<file path="config.mk">
export PLATFORM = sky130hd
export DESIGN_NAME = quadratic_fit_smoother_predictor_top
export DESIGN_NICKNAME = d
export VERILOG_FILES = /design/src/qfsp_pkg.sv /design/src/qfsp_ctrl.sv /design/src/qfsp_dpath.sv /design/src/quadratic_fit_smoother_predictor_top.sv
export SDC_FILE = /design/constraint.sdc
export NUM_CORES = 2
export LEC_CHECK = 0
export ABC_AREA = 1
export BUFFER_PORTS_ARGS = -buffer_cell sky130_fd_sc_hd__buf_2
export CAP_MARGIN = 20
export CORE_ASPECT_RATIO = 1.4
export CORE_UTILIZATION = 40
export CTS_CLUSTER_SIZE = 14
export DETAILED_ROUTE_END_ITERATION = 8
export GPL_ROUTABILITY_DRIVEN = 1
export PLACE_DENSITY_LB_ADDON = 0.05
export SLEW_MARGIN = 30
export SYNTH_ARGS = -nofsm -noshare
export SYNTH_HDL_FRONTEND = slang
export SYNTH_SLANG_ARGS = --single-unit
export TNS_END_PERCENT = 100
</file>
<file path="constraint.sdc">
create_clock -name clk -period 14.9 [get_ports clk]
set_input_delay 3.725 -clock clk [delete_from_list [all_inputs] [get_ports clk]]
set_output_delay 3.725 -clock clk [all_outputs]
set_load 0.01 [all_outputs]
</file>
<file path="src/qfsp_pkg.sv">
// Shared types, constants and weight tables of the quadratic-fit smoother and predictor.
package qfsp_pkg;

  // Filter length and tap index width
  localparam int TAPS  = 10;
  localparam int IDX_W = 4;
  localparam logic [IDX_W-1:0] LAST_TAP = IDX_W'(TAPS - 1);

  // Q1.15 weights
  localparam int COEF_W = 16;
  localparam int FRAC_W = 15;

  // Sequencer states
  typedef enum logic [1:0] {
    ST_IDLE,
    ST_MAC,
    ST_LOAD
  } qfsp_state_t;

  // Commands from the controller to the datapath
  typedef struct packed {
    logic             accept;
    logic             mac;
    logic             load;
    logic [IDX_W-1:0] tap;
  } qfsp_cmd_t;

  // Constant-term weights of the quadratic least-squares fit, newest sample first
  function automatic logic signed [COEF_W-1:0] wt_cur(input logic [IDX_W-1:0] tap);
    logic signed [COEF_W-1:0] w;
    case (tap)
      4'd0:    w = 16'sd20257;
      4'd1:    w = 16'sd12511;
      4'd2:    w = 16'sd6256;
      4'd3:    w = 16'sd1489;
      4'd4:    w = -16'sd1787;
      4'd5:    w = -16'sd3575;
      4'd6:    w = -16'sd3873;
      4'd7:    w = -16'sd2681;
      4'd8:    w = 16'sd0;
      4'd9:    w = 16'sd4170;
      default: w = 16'sd0;
    endcase
    return w;
  endfunction

  // Sum of constant, linear and quadratic weights: one-step-ahead prediction
  function automatic logic signed [COEF_W-1:0] wt_nxt(input logic [IDX_W-1:0] tap);
    logic signed [COEF_W-1:0] w;
    case (tap)
      4'd0:    w = 16'sd29492;
      4'd1:    w = 16'sd16383;
      4'd2:    w = 16'sd6008;
      4'd3:    w = -16'sd1638;
      4'd4:    w = -16'sd6553;
      4'd5:    w = -16'sd8738;
      4'd6:    w = -16'sd8192;
      4'd7:    w = -16'sd4915;
      4'd8:    w = 16'sd1092;
      4'd9:    w = 16'sd9830;
      default: w = 16'sd0;
    endcase
    return w;
  endfunction

endpackage

</file>
<file path="src/qfsp_ctrl.sv">
// Controller: sequences accept, ten multiply-accumulate steps and the output load.
module qfsp_ctrl (
  input  logic                  clk,
  input  logic                  rst_n,
  input  logic                  in_valid,
  output logic                  in_stall,
  output logic                  out_valid,
  input  logic                  out_stall,
  output qfsp_pkg::qfsp_cmd_t   cmd
);

  qfsp_pkg::qfsp_state_t              state_r, state_nxt;
  logic [qfsp_pkg::IDX_W-1:0]         tap_r, tap_nxt;
  logic                               out_valid_r, out_valid_nxt;

  // State, tap counter and output valid registers
  always_ff @(posedge clk) begin
    if (!rst_n) begin
      state_r     <= qfsp_pkg::ST_IDLE;
      tap_r       <= '0;
      out_valid_r <= 1'b0;
    end else begin
      state_r     <= state_nxt;
      tap_r       <= tap_nxt;
      out_valid_r <= out_valid_nxt;
    end
  end

  // Next state and commands
  always_comb begin
    state_nxt     = state_r;
    tap_nxt       = tap_r;
    out_valid_nxt = out_valid_r & out_stall;
    cmd           = '0;
    cmd.tap       = tap_r;
    in_stall      = 1'b1;
    case (state_r)
      qfsp_pkg::ST_IDLE: begin
        in_stall = 1'b0;
        if (in_valid) begin
          cmd.accept = 1'b1;
          tap_nxt    = '0;
          state_nxt  = qfsp_pkg::ST_MAC;
        end
      end
      qfsp_pkg::ST_MAC: begin
        cmd.mac = 1'b1;
        tap_nxt = tap_r + 1'b1;
        if (tap_r == qfsp_pkg::LAST_TAP) begin
          state_nxt = qfsp_pkg::ST_LOAD;
        end
      end
      qfsp_pkg::ST_LOAD: begin
        // hold until the output register is free or drains this cycle
        if (!out_valid_r || !out_stall) begin
          cmd.load      = 1'b1;
          out_valid_nxt = 1'b1;
          state_nxt     = qfsp_pkg::ST_IDLE;
        end
      end
      default: begin
        state_nxt = qfsp_pkg::ST_IDLE;
      end
    endcase
  end

  assign out_valid = out_valid_r;

endmodule

</file>
<file path="src/qfsp_dpath.sv">
// Datapath: sample history ring, shared multiply-accumulate pair, rounding and output word.
module qfsp_dpath #(
  parameter int SAMPLE_WIDTH = 16
) (
  input  logic                            clk,
  input  logic                            rst_n,
  input  qfsp_pkg::qfsp_cmd_t             cmd,
  input  logic signed [SAMPLE_WIDTH-1:0]  in_sample,
  output logic signed [SAMPLE_WIDTH-1:0]  out_current_estimate,
  output logic signed [SAMPLE_WIDTH-1:0]  out_next_prediction
);

  localparam int IDX_W  = qfsp_pkg::IDX_W;
  localparam int PROD_W = SAMPLE_WIDTH + qfsp_pkg::COEF_W;
  // sum of absolute weights stays below 2^17, so 18 guard bits cover the sum
  localparam int ACC_W  = SAMPLE_WIDTH + 18;
  localparam int Q_W    = ACC_W - qfsp_pkg::FRAC_W;
  localparam logic signed [ACC_W-1:0] HALF = ACC_W'(16384);
  localparam logic signed [Q_W-1:0]   QMAX =
    Q_W'((longint'(1) <<< (SAMPLE_WIDTH - 1)) - longint'(1));
  localparam logic signed [Q_W-1:0]   QMIN =
    Q_W'(-(longint'(1) <<< (SAMPLE_WIDTH - 1)));

  logic signed [SAMPLE_WIDTH-1:0] hist_r   [qfsp_pkg::TAPS];
  logic signed [SAMPLE_WIDTH-1:0] hist_nxt [qfsp_pkg::TAPS];
  logic [IDX_W-1:0]               wp_r, wp_nxt;
  logic [IDX_W-1:0]               rd_idx_r, rd_idx_nxt;
  logic [IDX_W-1:0]               wr_slot;
  logic signed [ACC_W-1:0]        acc_cur_r, acc_cur_nxt;
  logic signed [ACC_W-1:0]        acc_nxt_r, acc_nxt_nxt;
  logic signed [SAMPLE_WIDTH-1:0] cur_r, cur_nxt;
  logic signed [SAMPLE_WIDTH-1:0] pred_r, pred_nxt;
  logic signed [SAMPLE_WIDTH-1:0] tap_y;
  logic signed [PROD_W-1:0]       prod_cur;
  logic signed [PROD_W-1:0]       prod_nxt;

  // Round to nearest (ties up) and saturate to the sample width
  function automatic logic signed [SAMPLE_WIDTH-1:0] round_sat(
    input logic signed [ACC_W-1:0] acc
  );
    logic signed [ACC_W-1:0] biased;
    logic signed [Q_W-1:0]   q;
    logic signed [SAMPLE_WIDTH-1:0] r;
    biased = acc + HALF;
    q      = biased[ACC_W-1:qfsp_pkg::FRAC_W];
    if (q > QMAX) begin
      r = QMAX[SAMPLE_WIDTH-1:0];
    end else if (q < QMIN) begin
      r = QMIN[SAMPLE_WIDTH-1:0];
    end else begin
      r = q[SAMPLE_WIDTH-1:0];
    end
    return r;
  endfunction

  // History and pointer registers
  always_ff @(posedge clk) begin
    if (!rst_n) begin
      for (int i = 0; i < qfsp_pkg::TAPS; i++) begin
        hist_r[i] <= '0;
      end
      wp_r <= '0;
    end else begin
      hist_r <= hist_nxt;
      wp_r   <= wp_nxt;
    end
  end

  // Accumulators, read index and output word
  always_ff @(posedge clk) begin
    rd_idx_r  <= rd_idx_nxt;
    acc_cur_r <= acc_cur_nxt;
    acc_nxt_r <= acc_nxt_nxt;
    cur_r     <= cur_nxt;
    pred_r    <= pred_nxt;
  end

  // Append the sample, walk backward from the newest slot, accumulate
  always_comb begin
    wr_slot = (wp_r > qfsp_pkg::LAST_TAP) ? '0 : wp_r;
    hist_nxt    = hist_r;
    wp_nxt      = wp_r;
    rd_idx_nxt  = rd_idx_r;
    acc_cur_nxt = acc_cur_r;
    acc_nxt_nxt = acc_nxt_r;
    cur_nxt     = cur_r;
    pred_nxt    = pred_r;

    tap_y    = hist_r[rd_idx_r];
    prod_cur = PROD_W'(tap_y) * PROD_W'(qfsp_pkg::wt_cur(cmd.tap));
    prod_nxt = PROD_W'(tap_y) * PROD_W'(qfsp_pkg::wt_nxt(cmd.tap));

    if (cmd.accept) begin
      hist_nxt[wr_slot] = in_sample;
      wp_nxt      = (wr_slot == qfsp_pkg::LAST_TAP) ? '0 : wr_slot + 1'b1;
      rd_idx_nxt  = wr_slot;
      acc_cur_nxt = '0;
      acc_nxt_nxt = '0;
    end
    if (cmd.mac) begin
      // wrap from slot zero back to the last slot
      rd_idx_nxt  = (rd_idx_r == '0) ? qfsp_pkg::LAST_TAP : rd_idx_r - 1'b1;
      acc_cur_nxt = acc_cur_r + ACC_W'(prod_cur);
      acc_nxt_nxt = acc_nxt_r + ACC_W'(prod_nxt);
    end
    if (cmd.load) begin
      cur_nxt  = round_sat(acc_cur_r);
      pred_nxt = round_sat(acc_nxt_r);
    end
  end

  assign out_current_estimate = cur_r;
  assign out_next_prediction  = pred_r;

endmodule

</file>
<file path="src/quadratic_fit_smoother_predictor_top.sv">
// Top level of the quadratic-fit smoother and one-step predictor.
//
// Each accepted sample word is written into a ten-slot history ring (all zero
// after reset) and then run through one shared pair of multiply-accumulate
// units, one tap per cycle, newest sample first: one sum with the Q1.15
// constant-term weights of a quadratic least-squares fit gives the current
// estimate, the other with the sum of all three weight sets gives the
// prediction one sample ahead. Both sums are rounded to nearest with ties
// toward plus infinity and saturated to SAMPLE_WIDTH bits. The result word is
// loaded into the output register by the load step that follows the ten MAC
// steps, and the input takes no new word until the whole pass (accept, ten MAC
// steps, load) is through, as set by the ten-step pass through the single MAC
// pair. A new sample word is taken while the previous result still waits in the
// output register; if that word is still stalled when the next pass ends, the
// load step waits for it and the input stays stalled.
module quadratic_fit_smoother_predictor_top #(
  parameter int SAMPLE_WIDTH = 16
) (
  input  logic                            clk,
  input  logic                            rst_n,
  input  logic                            in_valid,
  output logic                            in_stall,
  input  logic signed [SAMPLE_WIDTH-1:0]  in_sample,
  output logic                            out_valid,
  input  logic                            out_stall,
  output logic signed [SAMPLE_WIDTH-1:0]  out_current_estimate,
  output logic signed [SAMPLE_WIDTH-1:0]  out_next_prediction
);

  qfsp_pkg::qfsp_cmd_t cmd;

  // Sequencer
  qfsp_ctrl u_ctrl (
    .clk       (clk),
    .rst_n     (rst_n),
    .in_valid  (in_valid),
    .in_stall  (in_stall),
    .out_valid (out_valid),
    .out_stall (out_stall),
    .cmd       (cmd)
  );

  // Arithmetic and storage
  qfsp_dpath #(
    .SAMPLE_WIDTH (SAMPLE_WIDTH)
  ) u_dpath (
    .clk                  (clk),
    .rst_n                (rst_n),
    .cmd                  (cmd),
    .in_sample            (in_sample),
    .out_current_estimate (out_current_estimate),
    .out_next_prediction  (out_next_prediction)
  );

endmodule

</file>
# ---- Yosys cells after proc, flatten, opt, wreduce, memory -nomap -nowiden
# Memories as Yosys holds them, arrays and structs flattened. A register that Yosys moved wholly into a read port is not among the register bits.
# Cells that the tools add are included.
dict set report word_totals {
  regBits 275
  mem_bits_ro 512
  in_bits 20
  n_memories 2
}
dict set report classes {
  addsub 7
  multipliers 2
  order_cmp 8
  n_eq_ne 7
  n_mux 34
  bitwise 3
  reduce_logical 10
}
# memory words word_bits rd rd_ports_with_merged_regs wr line_no
set memory_table {}
lappend memory_table {{(name not given)} 16 16 1 1 0 qfsp_pkg.sv:31} ;# case (tap)
lappend memory_table {{(name not given)} 16 16 1 1 0 qfsp_pkg.sv:50} ;# case (tap)
# op count
set op_table {}
lappend op_table {{$bwmux W160} 1}
lappend op_table {{$mux W34} 3}
lappend op_table {{$mux W16} 5}
lappend op_table {{$add A34 B16 Y34 const B} 2}
lappend op_table {{$add A34 B32 Y34} 2}
lappend op_table {{$bmux W16 S4} 1}
lappend op_table {{$demux W16 S4} 1}
lappend op_table {{$mul A16 B16 Y32} 2}
lappend op_table {{$mux W4} 10}
lappend op_table {{$gt A19 B16 Y1 const B} 2}
lappend op_table {{$lt A19 B16 Y1 const B} 2}
lappend op_table {{$ge A5 B5 Y1 const B} 2}
lappend op_table {{$not A4 Y5} 2}
lappend op_table {{$add A4 B1 Y4 const B} 2}
lappend op_table {{$eq A4 B4 Y1 const B} 2}
lappend op_table {{$mux W1} 8}
lappend op_table {{$pmux W4 S2} 1}
lappend op_table {{$mux W2} 3}
lappend op_table {{$pmux W2 S3} 1}
lappend op_table {{$lt A5 B1 Y1 const B} 1}
lappend op_table {{$gt A4 B4 Y1 const B} 1}
lappend op_table {{$logic_not A4 Y1} 1}
lappend op_table {{$ne A2 B1 Y1 const B} 2}
lappend op_table {{$reduce_bool A2 Y1} 2}
lappend op_table {{other kinds (11)} 12}

# ---- Logic depth before layout (Yosys ltp)
dict set report logic_depth {
  depth_word 8
  mapped_depth 33
}

# ---- Modules after synthesis
# A second synthesis with hierarchy kept.
dict set report unflattened {
  hier_cells 4541
  hier_area_um2 36242.3
}
# module instances cells_per_inst area_each_um2 seq_area_each_um2
set modules_own_cells {}
lappend modules_own_cells {qfsp_dpath 1 4489 35866.9 6406.1}
lappend modules_own_cells {qfsp_ctrl 1 52 375.4 140.1}

# ---- Worst setup path before layout
# No wires, ideal clock.
dict set report synth_path {
  kind {reg2reg}
  startpoint {reg u_dpath.rd_idx_r[1]}
  endpoint {reg u_dpath.acc_nxt_r[33] (data pin)}
  setup_time_ns 0.255
  arrival_time_ns 6.215
  required_time_ns 14.645
  setup_slack_ns 8.430
  stages_incl_launch_ff 32
  synth_period_minus_slack_ns 6.470
  cell_sequence {edfxtp_1 inv_2 buf_2 nor2_1 o21ai_1 nand2_1 nand2_1 nand3_2 buf_2 nand2_1 inv_1 fa_1 fa_1 inv_1 fa_1 inv_1 fa_1 fa_1 inv_1 fa_1 inv_1 ha_1 nand2_1 inv_1 nand3_1 nor2_1 nor2_1 nand2_1 a21oi_1 nand3_1 nand2_1 nor2_1}
}
dict set report synth_between {
  elab_chain_len 7
}
# item line_no
set synth_rtl {}
lappend synth_rtl {{start, declared} qfsp_dpath.sv:27} ;# logic [IDX_W-1:0] rd_idx_r, rd_idx_nxt;
lappend synth_rtl {{start signal, assigned} qfsp_dpath.sv:71} ;# rd_idx_r <= rd_idx_nxt;
lappend synth_rtl {{$not A4 Y5 (implied by the code)} qfsp_dpath.sv:89} ;# tap_y = hist_r[rd_idx_r];
lappend synth_rtl {{$bmux W16 S4} qfsp_dpath.sv:89}
lappend synth_rtl {{$mux W16 (implied by the code) (2 in series)} qfsp_dpath.sv:89}
lappend synth_rtl {{$mul A16 B16 Y32} qfsp_dpath.sv:91} ;# prod_nxt = PROD_W'(tap_y) * PROD_W'(qfsp_pkg::wt_nxt(cmd.tap));
lappend synth_rtl {{$add A34 B32 Y34} qfsp_dpath.sv:104} ;# acc_nxt_nxt = acc_nxt_r + ACC_W'(prod_nxt);
lappend synth_rtl {{$mux W34} qfsp_dpath.sv:100} ;# if (cmd.mac) begin
lappend synth_rtl {{end signal, assigned} qfsp_dpath.sv:73} ;# acc_nxt_r <= acc_nxt_nxt;
lappend synth_rtl {{end, declared} qfsp_dpath.sv:30} ;# logic signed [ACC_W-1:0] acc_nxt_r, acc_nxt_nxt;
# Every way passes these cells. The select of a mux whose other input is x is not followed.
# A chain may end at the register's enable or synchronous reset.

# ---- Worst setup path in the final report
dict set report layout_path {
  startpoint {reg u_dpath.rd_idx_r[0]}
  endpoint {reg u_dpath.acc_cur_r[25] (data pin)}
}
dict set report layout_between {
  elab_chain_len 7
}
# item line_no
set layout_rtl {}
lappend layout_rtl {{$not A4 Y5 (implied by the code)} qfsp_dpath.sv:89}
lappend layout_rtl {{$bmux W16 S4} qfsp_dpath.sv:89}
lappend layout_rtl {{$mux W16 (implied by the code) (2 in series)} qfsp_dpath.sv:89}
lappend layout_rtl {{$mul A16 B16 Y32} qfsp_dpath.sv:90} ;# prod_cur = PROD_W'(tap_y) * PROD_W'(qfsp_pkg::wt_cur(cmd.tap));
lappend layout_rtl {{$add A34 B32 Y34} qfsp_dpath.sv:103} ;# acc_cur_nxt = acc_cur_r + ACC_W'(prod_cur);
lappend layout_rtl {{$mux W34} qfsp_dpath.sv:100}
lappend layout_rtl {{end signal, assigned} qfsp_dpath.sv:72} ;# acc_cur_r <= acc_cur_nxt;
lappend layout_rtl {{end, declared} qfsp_dpath.sv:29} ;# logic signed [ACC_W-1:0] acc_cur_r, acc_cur_nxt;
# Every way passes these cells. The select of a mux whose other input is x is not followed.

==> metrics.txt <==
Final Hold Viols 0; post-CTS setup buffers 0; Residual DRC 0; RSZ-0062 raised after global routing no; Starting Density 40.5%; syn nets between 5000 and 6000; Floorplan Core Area 0.0899 mm²; chip width 257 µm; Worst-path clk slew around 0.060 ns; commonest non-fill, non-tap cells in the layout inv_1 (1068), nand2_1 (821), fa_1 (609); Crit Path Category register to register; element type at the critical path start register; CTS Sinks 302; clk_lat worst skew 0.60 ns; worst relative slew slack between 30% and 40%; die area ~0.09 mm²; htree depth 2; GRT Util Overall a little under a quarter; Routability Congestion around 0.88; share of layout cells above drive strength 1 roughly 4.6%; via count around 28000; Slew Limit Fails 0; largest net degree at the start of global routing 95; Mapped Cells between 4000 and 5000; cts bufs inserted 38; Antenna Cells 0; status complete, no violations; Period Utilization, post-route 58.6%; most common cell after layout, fill and taps aside inv_1; first-pass GRT wire length 169000 µm; YS warnings 0; setup ws final between 6 and 7 ns; Least-Margin Pin Slew around 0.94 ns; placed insts approximately 5600; synthesized cell area 0.0365 mm²; num rows between 100 and 150; crit path max fanout 68; Pre-antenna DRT Iters 5; IO Pins between 50 and 60; Seq/Total Area, Yosys roughly a fifth; Synth-to-Final Area Change 6.65%; DP Area between 0.03 and 0.04 mm²; most frequent CP cell inv_1; post-route minimum period 8.73 ns; Synth async-reset ratio 0%; max cap viols 0; Worst Skew roughly 0.025 ns; setup_tns 0 ns; Root Buffer clkbuf_16; filler instances about 9300; Routed WL per cell about 18 µm; via-per-instance ratio slightly below 5; Setup WS pre-CTS 5.92 ns; Overflow after GRT 0; vias in the first global route between 30000 and 40000; post_cts resized 0; initial antenna violation count 0; Routed Antenna Nets 0; Yosys cell types 45; fmax between 100 and 150 MHz; port bufs 53; CP endpoint kind register; flop and latch count out of synthesis between 300 and 400; Nets approximately 5300; worst hold path type register to register; final setup fails 0; Final Cell Area 0.0389 mm²; Worst EP required between 15 and 20 ns; hpwl dp just over 80000 µm; slowest CP cell fa_1; TritonCTS clock tree done; die height 359 µm; Top FF cell, synth dfxtp_1; Post-CTS Hold Buffers 0; Syn Area/Cell 8.06 µm²; Iteration-0 DRC Markers 1433; CTS max path bufs 3; CP peak stage delay ~0.7 ns; Non-Filler Instances around 5700; Post-synth EDFFs between 100 and 150; Worst EP arrival ~9.2 ns; routed wire length 104000 µm; R2R Setup Slk between 6 and 7 ns
-- routing by layer --
layer / routed length, µm / part of all wire [%] / vias up / global-route usage [%]
li1: - / - / 13388 / -
met1: 44600 / 43 / 13656 / 29.7
met2: 52800 / 51 / 454 / 41.7
met3: 3110 / 3.0 / 161 / 2.07
met4: 3190 / 3.1 / 0 / 7.22
met5: 0 / 0 / - / 0
-- cells in the mapped netlist, types with 9 or more instances --
cell type | n | area, µm²
o21ai_0 | 305 | 1530
nor2_1 | 566 | 2120
fa_1 | 610 | 12200
nand2_1 | 822 | 3090
nor4_1 | 11 | 68.8
buf_2 | 32 | 160
ha_1 | 215 | 2690
o22ai_1 | 32 | 200
a21oi_1 | 134 | 671
nor3_1 | 29 | 145
clkbuf_1 | 101 | 379
inv_1 | 1070 | 4020
buf_4 | 18 | 135
xnor2_1 | 9 | 78.8
buf_1 | 19 | 71.3
nand4_1 | 16 | 100
xor2_1 | 26 | 228
edfxtp_1 | 104 | 3120
o21a_1 | 19 | 143
nand3_1 | 68 | 340
o21bai_1 | 10 | 75.1
dfxtp_1 | 198 | 3960
nand3_2 | 20 | 200
buf_6 | 12 | 135
-- sequential cells by signal, summed over array words and instances, names as in the netlist, named ones only --
name                          flops
u_ctrl.state_r                    2
u_dpath.hist_r                  160
u_dpath.wp_r                      4
u_dpath.out_current_estimate     16
u_ctrl.out_valid                  1
u_dpath.out_next_prediction      16
u_dpath.rd_idx_r                  4
u_dpath.acc_cur_r                34
u_ctrl.tap_r                      4
u_dpath.acc_nxt_r                34
-- critical path, delay by kind of cell (launching register included) --
family                   cells  cell delay (ns)
AO/OA/AOI/OAI                4             0.80
buffers and inverters        9             1.75
AND/OR/NAND/NOR              9             1.93
flip-flops                   1             0.32
adder cells (fa/ha/maj)      7             3.71
-- through the flow --
stage	hold WS [ns]	utilization (%)
global placement	0.443	41.8
global route	0.499	43.2
detailed placement	0.450	41.8
finish	0.458	43.2
floorplan	0.425	-
CTS	0.460	43.2
-- cell type report --
class,count,area [µm²],share of cell area (%)
well taps,1188,1490,3.82
inverters,1078,4050,10.4
repair buffers,86,536,1.38
clock buffers,48,1050,2.70
clock inverters,22,203,0.521
multi-input cells,2962,24500,62.9
flip-flops and latches,302,7090,18.2
-- worst paths after layout --
| check | to | cells after the start | startpoint |
|---|---|---|---|
| max | u_dpath.acc_cur_r[25] | 29 | u_dpath.rd_idx_r[0] |
| min | u_dpath.hist_r[47] | 2 | u_dpath.hist_r[47] |
| max reg2reg | u_dpath.acc_cur_r[25] | 29 | u_dpath.rd_idx_r[0] |
| min reg2reg | u_dpath.hist_r[47] | 2 | u_dpath.hist_r[47] |
-- cells by family (layout without fill, tap and decap cells) --
| kind of cell | after synthesis | in the layout | share of synthesized area (%) |
|---|---|---|---|
| adders and majority gates | 825 | 825 | 40.9 |
| xor gates and xnor gates | 35 | 35 | 0.841 |
| DFF | 302 | 302 | 19.4 |
| AOI/OAI and AO/OA | 539 | 539 | 7.95 |
| buffers and inverters | 1260 | 1234 | 13.5 |
| and+or+nand+nor | 1563 | 1563 | 17.4 |
Power is left out: the tool's default activity adds up to more than one toggle a clock period on the data nets, which glitch-free logic cannot reach.
